[src/design/fcfm_pkg.sv]
package fcfm_pkg;

    localparam int SAMPLE_W  = 16;
    localparam int COEF_W    = 18;
    localparam int PROD_W    = SAMPLE_W + COEF_W;
    localparam int CFG_W     = 32;
    localparam int CFG_IDX_W = 3;

    localparam int THR_W  = 15;
    localparam int CTR_W  = 32;
    localparam int DEV_W  = 30;
    localparam int GAIN_W = 4;
    localparam int VOL_W  = 15;

    localparam logic [CFG_IDX_W-1:0] REG_CLIP_THRESHOLD   = 3'd0;
    localparam logic [CFG_IDX_W-1:0] REG_CENTER_INCREMENT = 3'd1;
    localparam logic [CFG_IDX_W-1:0] REG_DEVIATION_SCALE  = 3'd2;
    localparam logic [CFG_IDX_W-1:0] REG_FILTER_GAIN      = 3'd3;
    localparam logic [CFG_IDX_W-1:0] REG_OUTPUT_VOLUME    = 3'd4;

    localparam logic [THR_W-1:0]  CLIP_THRESHOLD_RST   = 15'd13926;
    localparam logic [CTR_W-1:0]  CENTER_INCREMENT_RST = 32'd1498764629;
    localparam logic [DEV_W-1:0]  DEVIATION_SCALE_RST  = 30'd134217728;
    localparam logic [GAIN_W-1:0] FILTER_GAIN_RST      = 4'd6;
    localparam logic [VOL_W-1:0]  OUTPUT_VOLUME_RST    = 15'd983;

    localparam longint unsigned ONE_Q30     = 64'd1073741824;
    localparam longint unsigned HALF_PI_Q30 = 64'd1686629713;
    localparam longint unsigned PI_Q30      = 64'd3373259426;

    localparam longint CUTOFF_HZ     = 64'sd8000;
    localparam longint RATE_HZ       = 64'sd192000;
    localparam longint TWO_RATE_HZ   = 2 * RATE_HZ;
    localparam longint unsigned TWO_RATE_U = 64'd384000;
    localparam longint LP_CENTER_Q30 = (2 * CUTOFF_HZ * 64'sd1073741824) / RATE_HZ;

    typedef struct packed {
        logic busy;
        logic done;
    } fir_status_t;

    // shift-subtract divide, elaboration only
    function automatic longint unsigned udiv64(longint unsigned num, longint unsigned den);
        longint unsigned q;
        longint unsigned r;
        q = 64'd0;
        r = 64'd0;
        for (int b = 63; b >= 0; b--)
        begin
            r = {r[62:0], num[b]};
            if (r >= den)
            begin
                r    = r - den;
                q[b] = 1'b1;
            end
        end
        return q;
    endfunction

    // sine of a fraction of a turn, Q30, Taylor series per quadrant
    function automatic longint sine_q30(logic [31:0] turn);
        logic [1:0] quad;
        longint unsigned u;
        longint unsigned x;
        longint unsigned term;
        longint unsigned mag;
        longint sum;
        quad = turn[31:30];
        u    = {34'd0, turn[29:0]};
        if (quad[0])
            u = ONE_Q30 - u;
        x    = (u * HALF_PI_Q30) >> 30;
        term = x;
        sum  = $signed(x);
        for (int k = 1; k <= 7; k++)
        begin
            term = (term * x) >> 30;
            term = (term * x) >> 30;
            case (k)
                1:       term = term / 6;
                2:       term = term / 20;
                3:       term = term / 42;
                4:       term = term / 72;
                5:       term = term / 110;
                6:       term = term / 156;
                default: term = term / 210;
            endcase
            if ((k & 1) != 0)
                sum = sum - $signed(term);
            else
                sum = sum + $signed(term);
        end
        mag = (sum < 0) ? 64'd0 : $unsigned(sum);
        return (quad >= 2'd2) ? -$signed(mag) : $signed(mag);
    endfunction

    function automatic logic signed [SAMPLE_W-1:0] sine_entry(int i, int bits);
        longint s;
        longint unsigned m;
        longint unsigned v;
        logic [31:0] turn;
        turn = 32'(i) << (32 - bits);
        s    = sine_q30(turn);
        m    = $unsigned((s < 0) ? -s : s);
        v    = (m * 64'd32767 + (ONE_Q30 >> 1)) >> 30;
        if (v > 64'd32767)
            v = 64'd32767;
        return (s < 0) ? SAMPLE_W'(-$signed(v)) : SAMPLE_W'(v);
    endfunction

    function automatic logic signed [COEF_W-1:0] coef_entry(int i, int taps, int phases);
        longint total;
        longint mi;
        longint d;
        longint n;
        longint rd;
        longint lp;
        longint sv;
        longint cw;
        longint win;
        longint r;
        longint unsigned sm;
        longint unsigned den;
        longint unsigned mag;
        longint unsigned c;
        logic [31:0] turn;
        logic neg;
        total = longint'(taps) * longint'(phases);
        mi    = longint'(i) * longint'(phases) + 1;
        d     = 2 * mi - total - 1;
        if (d == 0)
            lp = LP_CENTER_Q30;
        else
        begin
            n = (d * CUTOFF_HZ) % TWO_RATE_HZ;
            if (n < 0)
                n = n + TWO_RATE_HZ;
            turn = 32'(($unsigned(n) << 32) / TWO_RATE_U);
            sv   = sine_q30(turn);
            sm   = $unsigned((sv < 0) ? -sv : sv);
            den  = $unsigned((d < 0) ? -d : d) * PI_Q30;
            lp   = $signed(udiv64(sm << 31, den));
            if ((sv < 0) != (d < 0))
                lp = -lp;
        end
        rd   = (mi >= total) ? mi - total : mi;
        turn = 32'(udiv64($unsigned(rd) << 32, $unsigned(total)) + 64'h4000_0000);
        cw   = sine_q30(turn);
        win  = (54 * $signed(ONE_Q30) - 46 * cw) / 100;
        neg  = (lp < 0);
        mag  = $unsigned(neg ? -lp : lp);
        c    = (mag * $unsigned(win) + (64'd1 << 40)) >> 41;
        if (neg)
            r = (c > 64'd131072) ? -64'sd131072 : -$signed(c);
        else
            r = (c > 64'd131071) ? 64'sd131071 : $signed(c);
        return COEF_W'(r);
    endfunction

endpackage

[src/design/fcfm_fir.sv]
module fcfm_fir
    import fcfm_pkg::*;
#(
    parameter int TAP_COUNT   = 32,
    parameter int PHASE_COUNT = 32
)
(
    input  logic                                         clk,
    input  logic                                         rst_n,
    input  logic                                         load,
    input  logic signed [SAMPLE_W-1:0]                   sample,
    output fir_status_t                                  status,
    output logic signed [PROD_W+$clog2(TAP_COUNT)-1:0]   acc
);

    localparam int ACC_W     = PROD_W + $clog2(TAP_COUNT);
    localparam int TAP_IDX_W = $clog2(TAP_COUNT);
    localparam int CNT_W     = $clog2(TAP_COUNT + 1);
    localparam logic [CNT_W-1:0] LAST_CNT = CNT_W'(TAP_COUNT);

    logic signed [COEF_W-1:0]   coef_rom [TAP_COUNT];
    logic signed [SAMPLE_W-1:0] line_reg [TAP_COUNT];
    logic signed [SAMPLE_W-1:0] shift_in;
    logic signed [PROD_W-1:0]   prod_reg;
    logic signed [PROD_W-1:0]   prod_next;
    logic signed [ACC_W-1:0]    acc_reg;
    logic [CNT_W-1:0]           cnt_reg;
    logic [TAP_IDX_W-1:0]       tap_idx;
    logic                       busy_reg;
    logic                       done_reg;
    logic                       rotate;
    logic                       shift_en;

    for (genvar g = 0; g < TAP_COUNT; g++)
    begin : g_coef
        assign coef_rom[g] = coef_entry(g, TAP_COUNT, PHASE_COUNT);
    end

    assign tap_idx   = cnt_reg[TAP_IDX_W-1:0];
    assign rotate    = busy_reg && (cnt_reg != LAST_CNT);
    assign shift_en  = load || rotate;
    assign shift_in  = load ? sample : line_reg[0];
    assign prod_next = coef_rom[tap_idx] * line_reg[0];

    // oldest sample sits at the head; one full rotation restores the order
    always_ff @(posedge clk or negedge rst_n)
    begin
        if (!rst_n)
        begin
            for (int i = 0; i < TAP_COUNT; i++)
                line_reg[i] <= '0;
        end
        else if (shift_en)
        begin
            for (int i = 0; i < TAP_COUNT - 1; i++)
                line_reg[i] <= line_reg[i+1];
            line_reg[TAP_COUNT-1] <= shift_in;
        end
    end

    always_ff @(posedge clk or negedge rst_n)
    begin
        if (!rst_n)
        begin
            busy_reg <= 1'b0;
            done_reg <= 1'b0;
            cnt_reg  <= '0;
        end
        else
        begin
            done_reg <= 1'b0;
            if (load)
            begin
                busy_reg <= 1'b1;
                cnt_reg  <= '0;
            end
            else if (busy_reg)
            begin
                if (cnt_reg == LAST_CNT)
                begin
                    busy_reg <= 1'b0;
                    done_reg <= 1'b1;
                end
                else
                    cnt_reg <= cnt_reg + 1'b1;
            end
        end
    end

    always_ff @(posedge clk)
    begin
        if (load)
        begin
            prod_reg <= '0;
            acc_reg  <= '0;
        end
        else if (busy_reg)
        begin
            if (rotate)
                prod_reg <= prod_next;
            acc_reg <= acc_reg + ACC_W'(prod_reg);
        end
    end

    assign status.busy = busy_reg;
    assign status.done = done_reg;
    assign acc         = acc_reg;

endmodule

[config.mk]
export PLATFORM = sky130hd
export DESIGN_NAME = fcfm_fir
export DESIGN_NICKNAME = d
export VERILOG_FILES = /design/src/design/fcfm_pkg.sv /design/src/design/fcfm_fir.sv
export SDC_FILE = /design/constraint.sdc
export NUM_CORES = 2
export LEC_CHECK = 0
export BUFFER_PORTS_ARGS = -buffer_cell sky130_fd_sc_hd__buf_4
export CAP_MARGIN = 20
export CORE_ASPECT_RATIO = 2
export CORE_UTILIZATION = 64
export DETAILED_ROUTE_END_ITERATION = 8
export MAX_ROUTING_LAYER = met4
export PLACE_DENSITY_LB_ADDON = 0.2
export SETUP_SLACK_MARGIN = 0.4
export SLEW_MARGIN = 20
export SYNTH_ARGS = -nofsm -noshare
export SYNTH_HDL_FRONTEND = slang
export SYNTH_SLANG_ARGS = --single-unit
[constraint.sdc]
create_clock -name clk -period 10.8 [get_ports clk]
set_input_delay 0.54 -clock clk [delete_from_list [all_inputs] [get_ports clk]]
set_output_delay 0.54 -clock clk [all_outputs]
set_load 0.01 [all_outputs]
Word level (Yosys, flattened, before mapping). Memories as Yosys holds them, arrays and structs flattened. Index checks and enable logic that the tools add are counted.

Flip-flop bits (word level): 593. ROM bits: 576. Input port bits: 19. Output and inout port bits: 41. Logic and storage cells: 63. Memories: 1.

$add $sub $neg: 2. Multiply operators: 1. Order comparisons: 1. Equal/unequal tests: 3. Multiplexer cells: 12. Bitwise operators: 1. Reduce and logical (&&, ||, !) cells: 5.

Memory list: (no name shown) (depth 32, bits a word 18, read ports 1, clocked after Yosys merged registers in 0, wr ports 0, RTL line fcfm_fir.sv:43) `assign prod_next = coef_rom[tap_idx] * line_reg[0];`.

Operators by type and width (number): adder 39 x 34 -> 39 bit (1); two-way mux 18 bit (2); multiplier 18 x 16 -> 34 bit (1); two-way mux 6 bit (3); two-way mux 16 bit (1); adder 6 x 1 -> 6 bit (second input constant) (1); == test 6 bit (second input constant) (1); >= comparator 6 bit (second input constant) (1); two-way mux 1 bit (6); != test 6 bit (second input constant) (1); inverter 5 -> 6 bit (1); AND reduction 2 bit (2); != test 2 bit (second input constant) (1); nonzero test 2 bit (1); logical AND 1 bit (1); logical OR 1 bit (1).

Longest topological paths before layout.
Depth in word-level cells: 5. Depth in mapped cells: 33. Depth with buffers taken out: 31.

Worst setup path before layout. Ideal clock, no wire load.

Kind: reg-to-reg. Start: register cnt_reg[0]. End: register prod_reg[32]. Arrival time: 7488 ps. Required time: 10674 ps. Path slack: 3186 ps. Cell stages (with the launch flop): 29. Clock period less this slack: 7614 ps. Cells stage by stage: dfrtp_1 > clkbuf_1 > inv_1 > ha_1 > and2_1 > o311a_1 > nor2_1 > clkbuf_1 > nand2_1 > inv_1 > fa_1 > fa_1 > inv_1 > fa_1 > fa_1 > inv_1 > fa_1 > inv_1 > fa_1 > inv_1 > ha_1 > nand4_1 > inv_1 > a31oi_1 > o311ai_1 > a2111o_1 > a31oi_1 > xor2_1 > o21ai_1.

Word-level cells in the longest chain between the ends: 5. Elaborated cells between the ends (all ways): 8. Those cells by class: mul: 1; eq/ne: 1; mux: 2; bitwise: 1; reduce/logical: 2; memory: 1.

RTL lines: start, declared (RTL line fcfm_fir.sv:27) `logic [CNT_W-1:0] cnt_reg;`; start signal, assigned (RTL line fcfm_fir.sv:85) `cnt_reg <= cnt_reg + 1'b1;`; inverter 5 -> 6 bit (not written as such) (RTL line fcfm_fir.sv:43); memory (32 x 18 bit); two-way mux 18 bit (not written as such) (2 in series) (RTL line fcfm_fir.sv:43); multiplier 18 x 16 -> 34 bit (RTL line fcfm_fir.sv:43); end signal, assigned (RTL line fcfm_fir.sv:100) `prod_reg <= prod_next;`; end, declared (RTL line fcfm_fir.sv:24) `logic signed [PROD_W-1:0] prod_reg;`.

Parallel ways exist; a longest one is shown, timed or not. The select of a mux whose other input is x is not followed. A chain may end at the register's enable or synchronous reset.

Worst setup path in the final report.
Start: register cnt_reg[0]. End: register prod_reg[33].

Same word-level chain as after synthesis.

==> impl_metrics.tcl <==
set metrics [dict create \
    status "complete, but fails checks" \
    violations "hold timing" \
    avgSynthCellArea_um2 8.743 \
    synthArstFlopShare_pct 87.69 \
    grt_pass1_vias 25580 \
    drtPass1Iterations 5 \
    die_area_um2 55890 \
    postCtsSetupBuffers 0 \
    synth_nets 4454 \
    die_h_um 333.3 \
    holdBufCountCts 0 \
    worstMarginPinSlew_ps 1157 \
    peakVddDrop_v 0.0002289 \
    clock_skew_ps 24.43 \
    r2r_setup_slack_ps 1840 \
    whs_ps -15.51 \
    rows 121 \
    start_util_pct 64.64 \
    synth_fa_ha_area_share_pct 20.90 \
    endpoint_kind "flop" \
    clkTransAtPathRegs_ps 70 \
    final.period_utilization_pct 82.98 \
    hold_viol 10 \
    hp-class "in2async" \
    ys_types 76 \
    synth_top_family_by_area "simple AND/OR/NAND/NOR gates" \
    slew_headroom_pct 22.60 \
    placed_cells 4597 \
    grt_antenna_before_repair 2 \
    clock-sinks 593 \
    port_buffers 59 \
    cp_slowest_stage_delay_ps 900 \
    dp_hpwl_um 52170 \
    syn_area_um2 35130 \
    setup_violations 0 \
    cap_violations 0 \
    synth_edf_count 0 \
    timing.rr.start "cnt_reg[0]" \
    antenna_left 0 \
    yosysTopAreaCellShare_pct 37.04 \
    synth.mux.area_fraction_pct 1.282 \
    rsz0062_at_grt "false" \
    worst_path_max_delay_cell "a2111oi_0" \
    synth_warnings 0 \
    yosys-top-cells-count "1684 x nand2_1, 520 x dfrtp_1, 384 x inv_1, 283 x fa_1, 151 x clkbuf_1" \
    cts_buffers 50 \
    cp_max_fo 16 \
    ioPinCount 60 \
    path_cells "inv_1, ha_1, and2_1, o311a_1, nor2_1, nand2_1, inv_1, fa_1, fa_1, fa_1, fa_1, fa_1, inv_1, fa_1, inv_1, ha_1, a2111oi_0, a31oi_1, a21oi_1, nor2b_1, o221ai_1" \
    worstPathRequired_ps 11240 \
    worstReg2RegEnd "prod_reg[33]" \
    coreArea_um2 54350 \
    layout.cells.non_filler 4688 \
    period_needed_ps 8962 \
    wire_per_inst_um 15.80 \
    cts_tree "built" \
    multi_input_area_um2 18520 \
    final.setup.tns_ps 0 \
    clkLatencyLatePin_ps 610 \
    htree_levels 2 \
    grt-ovfl-total 0 \
    power_density_nw_per_um2 276.1 \
    timing.fmax_mhz 111.6 \
    post_synth_and_or_nand_nor_area_fraction_pct 23.23 \
    synth-seq-cells 593 \
    num_vias 25380 \
    cts_root_buffer "clkbuf_16" \
    drtIter0Drc 1547 \
    synth-seq-area-share_pct 41.20 \
    layout-drive-gt1-share_pct 4.814 \
    fillCellCount 4330 \
    arrival_ps 9410 \
    synth-compound-area-share_pct 5.716 \
    area_growth_syn_to_layout_pct 7.062 \
    grt_start_max_net_pins 254 \
    p_leak_nw 20.15 \
    largest_reg_flops 512 \
    yosysMostFrequentCell "nand2_1" \
    seqCellArea_um2 14480 \
    drc 0 \
    grt_first_pass_wirelength_um 124400 \
    critical_path_class "reg2reg" \
    synth-main-ff-cell "dfrtp_1" \
    yosysTopAreaCell "dfrtp_1" \
    path_common_cell "fa_1" \
    reg2reg_depth 21 \
    die_width_um 167.7 \
    slew_violations 0 \
    gp_congestion 0.9402 \
    cts.path.max_buffers 3 \
    wirelength_um 74060 \
    synth_xor_area_share_pct 1.496 \
    nets 4409 \
    yosys-top-cells-area "dfrtp_1 37%, nand2_1 18%, fa_1 16%" \
    start_kind "flop" \
    post_cts_resized 0 \
    syn-instance-count 4018 \
    grt_use_total_pct 28.53 \
    viasPerCell 5.413 \
]
[cell type report]
type	instances	share of cell area [%]
inverter	386	3.872
clock buffer	69	3.782
clock inverter	19	0.5123
multi-input combinational	2856	49.23
timing repair buffer	86	1.846
sequential	593	38.49
antenna	3	0.01996
tap	676	2.249
[power by group]
part	switching (mW)	internal, mW	leakage, nW
Clock	0.837	0.974	0.791
Sequential	0.180	2.50	7.17
Combinational	3.39	2.50	12.2
Total	4.41	5.97	20.2
[layer usage]
layer | track usage [%] | wire length, um
met1 | 32.25 | 28470
met2 | 49.39 | 38870
met3 | 3.133 | 2518
met4 | 15.62 | 4199
met5 | - | 0
[cell usage in the layout, fill, tap and decap left out, types with 20 or more instances in the layout]
cell and n:
nand2_1 1684, dfrtp_1 519, inv_1 384, fa_1 283, ha_1 134, and2_1 131, nor2_1 104, o21ai_0 83
buf_4 81, a21oi_1 73, dfxtp_1 73, clkbuf_16 50, mux2i_1 39, xnor2_1 33, a21o_1 28, xor2_1 27
nand3_1 20
[kinds of logic after synthesis]
logic type | after synthesis
and+or+nand+nor | 2024
DFF | 593
muxes | 43
buffers and inverters | 569
xor gates and xnor gates | 60
adders and majority gates | 417
AOI/OAI and AO/OA | 312
[worst max-delay path by stage]
stage | from | end | slack (ps) | depth (start not counted)
detailed placement | cnt_reg[0] | prod_reg[33] | 1920 | 21
CTS | cnt_reg[0] | prod_reg[33] | 1910 | 21
floorplan | cnt_reg[0] | prod_reg[32] | 3190 | 28
global placement | cnt_reg[0] | prod_reg[33] | 2110 | 21
finish | cnt_reg[0] | prod_reg[33] | 1840 | 21
global route | cnt_reg[0] | prod_reg[33] | 1370 | 21
[through the flow]
step	setup slack [ps]	util [%]	power [mW]	instance area, um2
2_1_floorplan	3186	-	7.167	35130
6_report	1838	69.20	10.38	37610
5_1_grt	1368	69.20	11.34	37610
4_1_cts	1906	69.18	10.42	37600
3_3_place_gp	2109	66.21	8.439	35990
3_5_place_dp	1920	66.21	8.587	35990
[critical path, delay by kind of cell, from the launching register on]
family | cells | cell delay [ps]
flops | 1 | 660
simple gates | 4 | 1480
compound gates | 5 | 1860
fa+ha+maj | 8 | 4230
buf+inv | 4 | 580
Power figures use the tool's default switching activity.
